**src/rtl/nec_pkg.sv**
```systemverilog
// Shared types, constants and timing helpers for the NEC IR frame decoder.
package nec_pkg;

  localparam int TIME_W      = 15;
  localparam int CODE_W      = 16;
  localparam int COUNT_W     = 6;
  localparam int NUM_REGS    = 8;
  localparam int ADDR_W      = 5;
  localparam int DATA_W      = 32;
  localparam int TIME_MARGIN = 200;

  localparam logic [TIME_W:0]    MARGIN       = (TIME_W + 1)'(TIME_MARGIN);
  localparam logic [COUNT_W-1:0] COUNT_MAX    = '1;
  localparam logic [COUNT_W-1:0] FRAME_PAIRS  = COUNT_W'(34);
  localparam logic [COUNT_W-1:0] REPEAT_PAIRS = COUNT_W'(2);
  localparam logic [COUNT_W-1:0] LAST_BIT     = COUNT_W'(2 * CODE_W);

  localparam logic [2:0] REG_LEADER_MARK  = 3'd0;
  localparam logic [2:0] REG_LEADER_SPACE = 3'd1;
  localparam logic [2:0] REG_ZERO_MARK    = 3'd2;
  localparam logic [2:0] REG_ZERO_SPACE   = 3'd3;
  localparam logic [2:0] REG_ONE_MARK     = 3'd4;
  localparam logic [2:0] REG_ONE_SPACE    = 3'd5;
  localparam logic [2:0] REG_REPEAT_MARK  = 3'd6;
  localparam logic [2:0] REG_REPEAT_SPACE = 3'd7;

  localparam logic [TIME_W-1:0] REG_RESET [NUM_REGS] = '{
    15'd9000, 15'd4500, 15'd560, 15'd560, 15'd560, 15'd1690, 15'd9000, 15'd2250
  };

  localparam logic [2:0] STATUS_FRAME_OK       = 3'd0;
  localparam logic [2:0] STATUS_REPEAT_OK      = 3'd1;
  localparam logic [2:0] STATUS_FRAME_REJECT   = 3'd2;
  localparam logic [2:0] STATUS_REPEAT_REJECT  = 3'd3;
  localparam logic [2:0] STATUS_UNKNOWN_LENGTH = 3'd4;

  typedef struct packed {
    logic [TIME_W-1:0] mark_time;
    logic [TIME_W-1:0] space_time;
    logic              end_of_frame;
  } pair_t;

  typedef struct packed {
    logic [2:0]        frame_status;
    logic [CODE_W-1:0] ir_address;
    logic [CODE_W-1:0] ir_command;
  } result_t;

  typedef struct packed {
    logic [TIME_W-1:0] leader_mark;
    logic [TIME_W-1:0] leader_space;
    logic [TIME_W-1:0] zero_mark;
    logic [TIME_W-1:0] zero_space;
    logic [TIME_W-1:0] one_mark;
    logic [TIME_W-1:0] one_space;
    logic [TIME_W-1:0] repeat_mark;
    logic [TIME_W-1:0] repeat_space;
  } cfg_t;

  // strictly inside (ref_time - MARGIN, ref_time + MARGIN); a negative low bound passes
  function automatic logic time_match(logic [TIME_W-1:0] t, logic [TIME_W-1:0] ref_time);
    logic [TIME_W:0] t_ext;
    logic [TIME_W:0] r_ext;
    t_ext = {1'b0, t};
    r_ext = {1'b0, ref_time};
    return (t_ext < r_ext + MARGIN) && (t_ext + MARGIN > r_ext);
  endfunction

endpackage

```
**src/rtl/nec_cfg.sv**
```systemverilog
// APB register file holding the reference timings.
module nec_cfg (
  input  logic                        clk,
  input  logic                        rst,
  input  logic                        psel,
  input  logic                        penable,
  input  logic                        pwrite,
  input  logic [nec_pkg::ADDR_W-1:0]  paddr,
  input  logic [nec_pkg::DATA_W-1:0]  pwdata,
  output logic [nec_pkg::DATA_W-1:0]  prdata,
  output logic                        pready,
  output nec_pkg::cfg_t               cfg
);
  import nec_pkg::*;

  logic [TIME_W-1:0] times [NUM_REGS];
  logic [2:0]        index;
  logic              write_en;

  assign index    = paddr[ADDR_W-1:2];
  assign write_en = psel && penable && pwrite && pready;
  assign pready   = 1'b1;
  assign prdata   = {{(DATA_W - TIME_W){1'b0}}, times[index]};

  always_ff @(posedge clk) begin
    if (rst) begin
      for (int i = 0; i < NUM_REGS; i++) begin
        times[i] <= REG_RESET[i];
      end
    end else if (write_en) begin
      times[index] <= pwdata[TIME_W-1:0];
    end
  end

  assign cfg.leader_mark  = times[REG_LEADER_MARK];
  assign cfg.leader_space = times[REG_LEADER_SPACE];
  assign cfg.zero_mark    = times[REG_ZERO_MARK];
  assign cfg.zero_space   = times[REG_ZERO_SPACE];
  assign cfg.one_mark     = times[REG_ONE_MARK];
  assign cfg.one_space    = times[REG_ONE_SPACE];
  assign cfg.repeat_mark  = times[REG_REPEAT_MARK];
  assign cfg.repeat_space = times[REG_REPEAT_SPACE];

endmodule

```
**src/rtl/nec_core.sv**
```systemverilog
// Frame state, pair classification and the result register.
module nec_core (
  input  logic              clk,
  input  logic              rst,
  input  nec_pkg::cfg_t     cfg,
  input  logic              item_valid,
  input  nec_pkg::pair_t    item,
  output logic              item_take,
  output logic              result_valid,
  input  logic              result_ready,
  output nec_pkg::result_t  result
);
  import nec_pkg::*;

  logic [COUNT_W-1:0] pair_count;
  logic               leader_matched;
  logic               repeat_matched;
  logic               bit_error;
  logic [CODE_W-1:0]  address_shift;
  logic [CODE_W-1:0]  command_shift;
  logic [CODE_W-1:0]  saved_address;
  logic [CODE_W-1:0]  saved_command;

  logic               is_leader;
  logic               is_repeat;
  logic               is_one;
  logic               is_zero;
  logic               in_bits;
  logic [COUNT_W-1:0] bit_pos;
  logic [COUNT_W-1:0] len;
  logic               leader_next;
  logic               repeat_next;
  logic               bit_error_next;
  logic [CODE_W-1:0]  address_next;
  logic [CODE_W-1:0]  command_next;
  logic [2:0]         status_next;

  assign item_take = item_valid && (!result_valid || result_ready);

  assign is_leader = time_match(item.mark_time, cfg.leader_mark)
                  && time_match(item.space_time, cfg.leader_space);
  assign is_repeat = time_match(item.mark_time, cfg.repeat_mark)
                  && time_match(item.space_time, cfg.repeat_space);
  assign is_one    = time_match(item.mark_time, cfg.one_mark)
                  && time_match(item.space_time, cfg.one_space);
  assign is_zero   = time_match(item.mark_time, cfg.zero_mark)
                  && time_match(item.space_time, cfg.zero_space);

  assign in_bits = (pair_count != '0) && (pair_count <= LAST_BIT);
  assign bit_pos = pair_count - COUNT_W'(1);
  assign len     = (pair_count == COUNT_MAX) ? COUNT_MAX : pair_count + COUNT_W'(1);

  always_comb begin
    leader_next    = leader_matched;
    repeat_next    = repeat_matched;
    bit_error_next = bit_error;
    address_next   = address_shift;
    command_next   = command_shift;
    if (pair_count == '0) begin
      leader_next = is_leader;
      repeat_next = is_repeat;
    end else if (in_bits) begin
      if (!is_one && !is_zero) begin
        bit_error_next = 1'b1;
      end
      if (bit_pos[4]) begin
        command_next[bit_pos[3:0]] = is_one;
      end else begin
        address_next[bit_pos[3:0]] = is_one;
      end
    end
  end

  always_comb begin
    if (len == FRAME_PAIRS) begin
      status_next = (leader_next && !bit_error_next) ? STATUS_FRAME_OK : STATUS_FRAME_REJECT;
    end else if (len == REPEAT_PAIRS) begin
      status_next = repeat_next ? STATUS_REPEAT_OK : STATUS_REPEAT_REJECT;
    end else begin
      status_next = STATUS_UNKNOWN_LENGTH;
    end
  end

  always_ff @(posedge clk) begin
    if (rst) begin
      pair_count     <= '0;
      leader_matched <= 1'b0;
      repeat_matched <= 1'b0;
      bit_error      <= 1'b0;
      address_shift  <= '0;
      command_shift  <= '0;
      saved_address  <= '0;
      saved_command  <= '0;
      result_valid   <= 1'b0;
    end else begin
      result_valid <= (item_take && item.end_of_frame) || (result_valid && !result_ready);
      if (item_take) begin
        if (item.end_of_frame) begin
          pair_count     <= '0;
          leader_matched <= 1'b0;
          repeat_matched <= 1'b0;
          bit_error      <= 1'b0;
          address_shift  <= '0;
          command_shift  <= '0;
          if (status_next == STATUS_FRAME_OK) begin
            saved_address <= address_next;
            saved_command <= command_next;
          end
        end else begin
          pair_count     <= len;
          leader_matched <= leader_next;
          repeat_matched <= repeat_next;
          bit_error      <= bit_error_next;
          address_shift  <= address_next;
          command_shift  <= command_next;
        end
      end
    end
  end

  always_ff @(posedge clk) begin
    if (item_take && item.end_of_frame) begin
      result.frame_status <= status_next;
      if (status_next == STATUS_FRAME_OK) begin
        result.ir_address <= address_next;
        result.ir_command <= command_next;
      end else begin
        result.ir_address <= saved_address;
        result.ir_command <= saved_command;
      end
    end
  end

  a_count_clears: assert property (@(posedge clk) disable iff (rst)
    item_take && item.end_of_frame |=> pair_count == '0)
    else $error("pair count not cleared after final pair");

  a_count_steps: assert property (@(posedge clk) disable iff (rst)
    item_take && !item.end_of_frame && pair_count != COUNT_MAX
    |=> pair_count == $past(pair_count) + COUNT_W'(1))
    else $error("pair count did not advance");

  a_code_saved: assert property (@(posedge clk) disable iff (rst)
    result_valid |-> result.ir_address == saved_address && result.ir_command == saved_command)
    else $error("reported code differs from saved code");

  a_no_take_stalled: assert property (@(posedge clk) disable iff (rst)
    result_valid && !result_ready |-> !item_take)
    else $error("pair consumed while result stalled");

endmodule

```
**src/rtl/nec_ir_frame_decoder.sv**
```systemverilog
// Top level of the NEC IR frame decoder: input register, register file and decode core.
//
// Accepts one measured pulse pair per clock and reports one result per frame, on the pair
// flagged end_of_frame. A pair is registered in the input register and classified by
// combinational logic on its way into the result register, which loads when the core
// takes the pair. Sustained rate is one pair per cycle while no result is stalled. While
// a result waits unaccepted the core holds off; an empty input register still takes one
// more pair, then pair_ready drops. Timing references are written over APB
// at byte address 4*index and should only change while the block is idle.
module nec_ir_frame_decoder (
  input  logic                        clk,
  input  logic                        rst,
  input  logic                        psel,
  input  logic                        penable,
  input  logic                        pwrite,
  input  logic [nec_pkg::ADDR_W-1:0]  paddr,
  input  logic [nec_pkg::DATA_W-1:0]  pwdata,
  output logic [nec_pkg::DATA_W-1:0]  prdata,
  output logic                        pready,
  input  logic                        pair_valid,
  output logic                        pair_ready,
  input  nec_pkg::pair_t              pair,
  output logic                        result_valid,
  input  logic                        result_ready,
  output nec_pkg::result_t            result
);
  import nec_pkg::*;

  cfg_t  cfg;
  logic  hold_valid;
  pair_t hold;
  logic  hold_take;

  assign pair_ready = !hold_valid || hold_take;

  always_ff @(posedge clk) begin
    if (rst) begin
      hold_valid <= 1'b0;
    end else if (pair_ready) begin
      hold_valid <= pair_valid;
    end
  end

  always_ff @(posedge clk) begin
    if (pair_valid && pair_ready) begin
      hold <= pair;
    end
  end

  nec_cfg u_cfg (
    .clk     (clk),
    .rst     (rst),
    .psel    (psel),
    .penable (penable),
    .pwrite  (pwrite),
    .paddr   (paddr),
    .pwdata  (pwdata),
    .prdata  (prdata),
    .pready  (pready),
    .cfg     (cfg)
  );

  nec_core u_core (
    .clk          (clk),
    .rst          (rst),
    .cfg          (cfg),
    .item_valid   (hold_valid),
    .item         (hold),
    .item_take    (hold_take),
    .result_valid (result_valid),
    .result_ready (result_ready),
    .result       (result)
  );

endmodule
```
**config.mk**
```make
export PLATFORM = sky130hd
export DESIGN_NAME = nec_ir_frame_decoder
export DESIGN_NICKNAME = d
export VERILOG_FILES = /design/src/rtl/nec_pkg.sv /design/src/rtl/nec_cfg.sv /design/src/rtl/nec_core.sv /design/src/rtl/nec_ir_frame_decoder.sv
export SDC_FILE = /design/constraint.sdc
export NUM_CORES = 1
export LEC_CHECK = 0
export ABC_AREA = 1
export ABC_CLOCK_PERIOD_IN_PS = 9110
export BUFFER_PORTS_ARGS = -buffer_cell sky130_fd_sc_hd__buf_4
export CAP_MARGIN = 20
export CORE_MARGIN = 1.5
export CORE_UTILIZATION = 63
export CTS_BUF_LIST = sky130_fd_sc_hd__clkbuf_16
export DETAILED_ROUTE_END_ITERATION = 6
export GPL_TIMING_DRIVEN = 0
export MAX_ROUTING_LAYER = met4
export PLACE_DENSITY = 0.83
export RECOVER_POWER = 25
export SLEW_MARGIN = 20
export SYNTH_ARGS = -nofsm -noshare
export SYNTH_HDL_FRONTEND = slang
export SYNTH_SLANG_ARGS = --single-unit
```
**constraint.sdc**
```tcl
create_clock -name clk -period 9.11 [get_ports clk]
set_input_delay 0.911 -clock clk [delete_from_list [all_inputs] [get_ports clk]]
set_output_delay 0.911 -clock clk [all_outputs]
set_load 0.01 [all_outputs]
```
==> results.md <==
- Residual antenna-violating net count after detailed routing: 0
- Tightest slew margin relative to the limit: 0.01478
- Via density per instance: 5.886
- Prevailing post-synth register cell: edfxtp_1
- Horizontal extent of the die: roughly 180 um
- Die extent in y: 175.1 um
- Yosys top cell by area: edfxtp_1
- Endpoint of the worst register-to-register path: u_core.result[15]$_DFFE_PP_
- Count of cells resized by post-cts repair: 0
- Highest achievable clock rate: 0.2263 GHz
- Yosys warning total: 0
- Total power density per cell area: 148.3 mW/mm^2
- Leakage: between 9 and 10 nW
- Fraction of final layout cells with drive strength greater than 1: 0.07120
- Max rail drop VDD: roughly 0.17 mV
- CP peak stage delay: between 0.5 and 0.6 ns
- Critical path buffer and inverter count: 3
- Cts hold-fix bufs: 0
- Post-place instance area: approximately 0.020 mm^2
- NumNets Final: around 2,800
- R2R cell count: 23
- Number of top-level pins: around 150
- Routability congestion estimate from global placement: approximately 1
- Hold Slack: between 0.4 and 0.5 ns
- CP Capture Type: flip-flop
- Aggregate negative setup slack: 0 ns
- Unique masters post-synth: 48
- Overall routed net length: 56,720 um
- Hold wc startpoint: u_core.command_shift[12]$_SDFFE_PP0P_
- Tightest Pin Transition: approximately 1.5 ns
- Main area contributors after synthesis: edfxtp_1 (30%), ha_1 (16%), nand2_1 (11%)
- Final std cell area, no fill: between 0.02 and 0.025 mm^2
- Detailed-route DRC error count: 0
- Clock transition time at the flip-flop clock pins of the worst setup and hold paths: roughly 0.06 ns
- Detailed placer's ending HPWL: around 45,000 um
- Hold Path Sink: u_core.command_shift[12]$_SDFFE_PP0P_
- Final min period: approximately 4.4 ns
- Avg Cell Area, Syn: just under 8 um^2
- Register-to-register path setup slack: between 4 and 5 ns
- Area fraction of the dominant cell type after synthesis: 0.2992
- Number of cells produced by synthesis: roughly 2,400
- Number of setup violations in the final report: 0
- First-pass GRT wire length: 87,040 um
- Sinks on the clock net: 261
- WL per Instance: 19.47 um
- Area Growth Syn to Fin: 11.17%
- Number of cell rows: between 60 and 70
- Post-synth EDFFs: 186
- Clock Root Buffer: clkbuf_16
- Detailed Routing Iterations Pass 1: 6
- Total CTS buffers: 29
- Worst endpoint required time: between 9 and 10 ns
- Initial drt markers: 1,763
- Worst-path cell chain: nand3_1 > nand2_1 > nand3_1 > or2_2 > nor2_1 > nand2_1 > xnor2_1 > ha_1 > inv_1 > nor2_1 > nand4_1 > nor2_1 > nand2_1 > nand2_1 > nand2_1 > nor2_1 > nand2_1 > nand3_2 > nand4_4 > buf_6 > buf_4 > nand2_1 > o21ai_1
- Post-CTS setup repair buffer count: 0
- Reported max-cap violation count: 0
- Fill cell count: approximately 2,300
- Depth of the worst hold-timing path: 2
- TritonCTS clock tree: built
- Path type of the worst min-delay path: reg2reg
- Kind of start point of the critical path: flip-flop
- Final period utilization: 0.4850
- Result of the run: finished, final reports clean
- Number of global-route vias before repair: 16,170
- Sequential cell area fraction in the yosys report: 0.3796
- Type of the worst setup path: reg2reg
- Worst path slowest cell: edfxtp_1
- Initial Utilization: 0.6452
- Total routing resource utilization after global routing: 0.3830
- Most frequent cell on the critical path: nand2_1
- Clock H-tree levels: 1
- Summed instance area of the synthesized netlist: ~0.019 mm^2
- Startpoint of the worst-slack reg-to-reg timing path: hold[19]$_DFFE_PP_
- Number of max-slew violations in the final report: 0
- Critical path data arrival time: about 4.7 ns
- Total vias in the final route: 17,150
- Flops & latches, synth: 261
- Maximum clock insertion buffer count: 3
- Initial antenna violation count: 1
- Total count of hold-check failures in the final report: 0
- Full die area: 0.03068 mm^2
- Port-buffer cells: around 110
- Aggregate global routing overflow: 0
- CORE AREA: about 0.029 mm^2
- Insertion delay of the later-clocked pin in the worst-skew pair: 0.56 ns
- Unrepaired setup endpoints after global routing: false
- Largest net degree at the start of global routing: 45
- Setup Skew: 0.01380 ns
- Worst Path Max Fanout: 10
- Cell type group with the largest total delay on the critical path: simple AND/OR/NAND/NOR gates
- Share of synthesized registers carrying an async set or reset: 0
-- worst max-delay path by stage --
stage	start	endpoint	cells after the start	slack, ns
after floorplan	hold[21]$_DFFE_PP_	u_core.result[16]$_DFFE_PP_	23	5.86
after global placement	hold[21]$_DFFE_PP_	u_core.result[15]$_DFFE_PP_	23	4.91
after detailed placement	hold[19]$_DFFE_PP_	u_core.result[15]$_DFFE_PP_	23	4.82
after CTS	hold[19]$_DFFE_PP_	u_core.result[15]$_DFFE_PP_	23	4.80
after global routing	hold[21]$_DFFE_PP_	u_core.result[18]$_DFFE_PP_	23	4.47
final	hold[19]$_DFFE_PP_	u_core.result[15]$_DFFE_PP_	23	4.69
-- tightest hold or removal path: stages (launching register included) --
cell,delay [ns]
dfxtp_1,0.31
nand2_1,0.06
a21oi_1,0.05
-- synth_stat cells, types with 2 or more instances --
master,instances
clkinv_1,3
a22oi_1,9
buf_1,2
nand2_2,5
nand4_1,24
o31ai_1,2
nand3b_1,7
o211ai_1,5
nand2_1,558
ha_1,233
o21bai_1,5
o2111ai_1,9
dfxtp_1,75
nor2_1,320
nor3_2,3
and3_1,3
a211oi_1,3
a21oi_1,126
xor2_1,83
nor2_4,3
inv_1,287
o21ai_1,46
buf_2,9
nand3_1,114
edfxtp_1,186
nor2_2,7
clkbuf_1,28
o21ai_0,44
a221oi_1,17
nand3_2,3
inv_2,2
o21a_1,7
xnor2_1,14
buf_6,12
a21o_1,6
nor3_1,37
or2_2,2
buf_4,21
conb_1,2
o22ai_1,22
-- routing by layer --
layer  up-vias  GRT usage  wire length (um)
li1       8087          -                 -
met1      8020     0.5162             23580
met2       896     0.5878             25020
met3       143    0.05527              5705
met4         0     0.1425              2409
met5         -          -                 0
-- cell usage in the layout, fill, tap and decap left out, drive strengths merged, types with 2 or more instances in the layout --
| master | count |
|---|---|
| o21ai | 90 |
| nand2 | 564 |
| o2111ai | 9 |
| nand3 | 118 |
| nor3 | 40 |
| o21a | 7 |
| a221oi | 17 |
| clkbuf | 129 |
| nand3b | 7 |
| o31ai | 2 |
| nor2 | 330 |
| or2 | 4 |
| ha | 233 |
| and3 | 3 |
| a211oi | 3 |
| xnor2 | 14 |
| xor2 | 83 |
| edfxtp | 186 |
| a22oi | 9 |
| buf | 81 |
| o21bai | 5 |
| o22ai | 22 |
| a21o | 6 |
| clkinv | 11 |
| o211ai | 5 |
| dfxtp | 75 |
| a21oi | 126 |
| nand4 | 25 |
| conb | 18 |
| inv | 303 |
-- power breakdown --
group / total, mW / internal [mW] / switching, mW
combinational: 0.583 / 0.214 / 0.369
sequential: 1.38 / 1.31 / 0.0655
clock: 1.12 / 0.616 / 0.500
-- flip-flops by register name (all words and copies together) (netlist names) --
register,count
u_core.saved_command,16
u_core.address_shift,16
hold_valid,1
hold,31
u_core.saved_address,16
u_core.pair_count,6
u_core.result_valid,1
u_core.bit_error,1
u_core.leader_matched,1
u_core.result,35
u_cfg.times,120
u_core.repeat_matched,1
u_core.command_shift,16
-- metrics by stage --
step	worst slack (ns)	util	std cells	total power [mW]
after floorplan	5.864	-	2368	1.766
after global placement	4.910	0.6914	2858	1.945
after detailed placement	4.825	0.6923	2859	1.973
after CTS	4.799	0.7233	2912	3.060
after global routing	4.466	0.7172	2913	3.186
final	4.691	0.7172	2913	3.077
-- final cells by class --
class / count / area (um^2) / share of cell area
Sequential cell: 261 / 7087 / 0.3415
Clock buffer: 31 / 775.7 / 0.03738
Timing Repair Buffer: 107 / 656.9 / 0.03165
Buffer: 72 / 450.4 / 0.02170
Tap cell: 384 / 480.5 / 0.02315
Clock inverter: 22 / 118.9 / 0.005727
Multi-Input combinational cell: 1743 / 10090 / 0.4860
Antenna cell: 1 / 2.502 / 0.0001206
Inverter: 292 / 1096 / 0.05281
-- cell families after synthesis --
group | after synthesis | synth area share
other | 2 | 0.0004023
AOI/OAI and AO/OA | 303 | 0.09316
DFF | 261 | 0.3796
xor gates and xnor gates | 97 | 0.04551
buffers and inverters | 364 | 0.08284
adders and majority gates | 233 | 0.1562
and+or+nand+nor | 1092 | 0.2423
No activity file was read; power rests on OpenSTA's default activity.
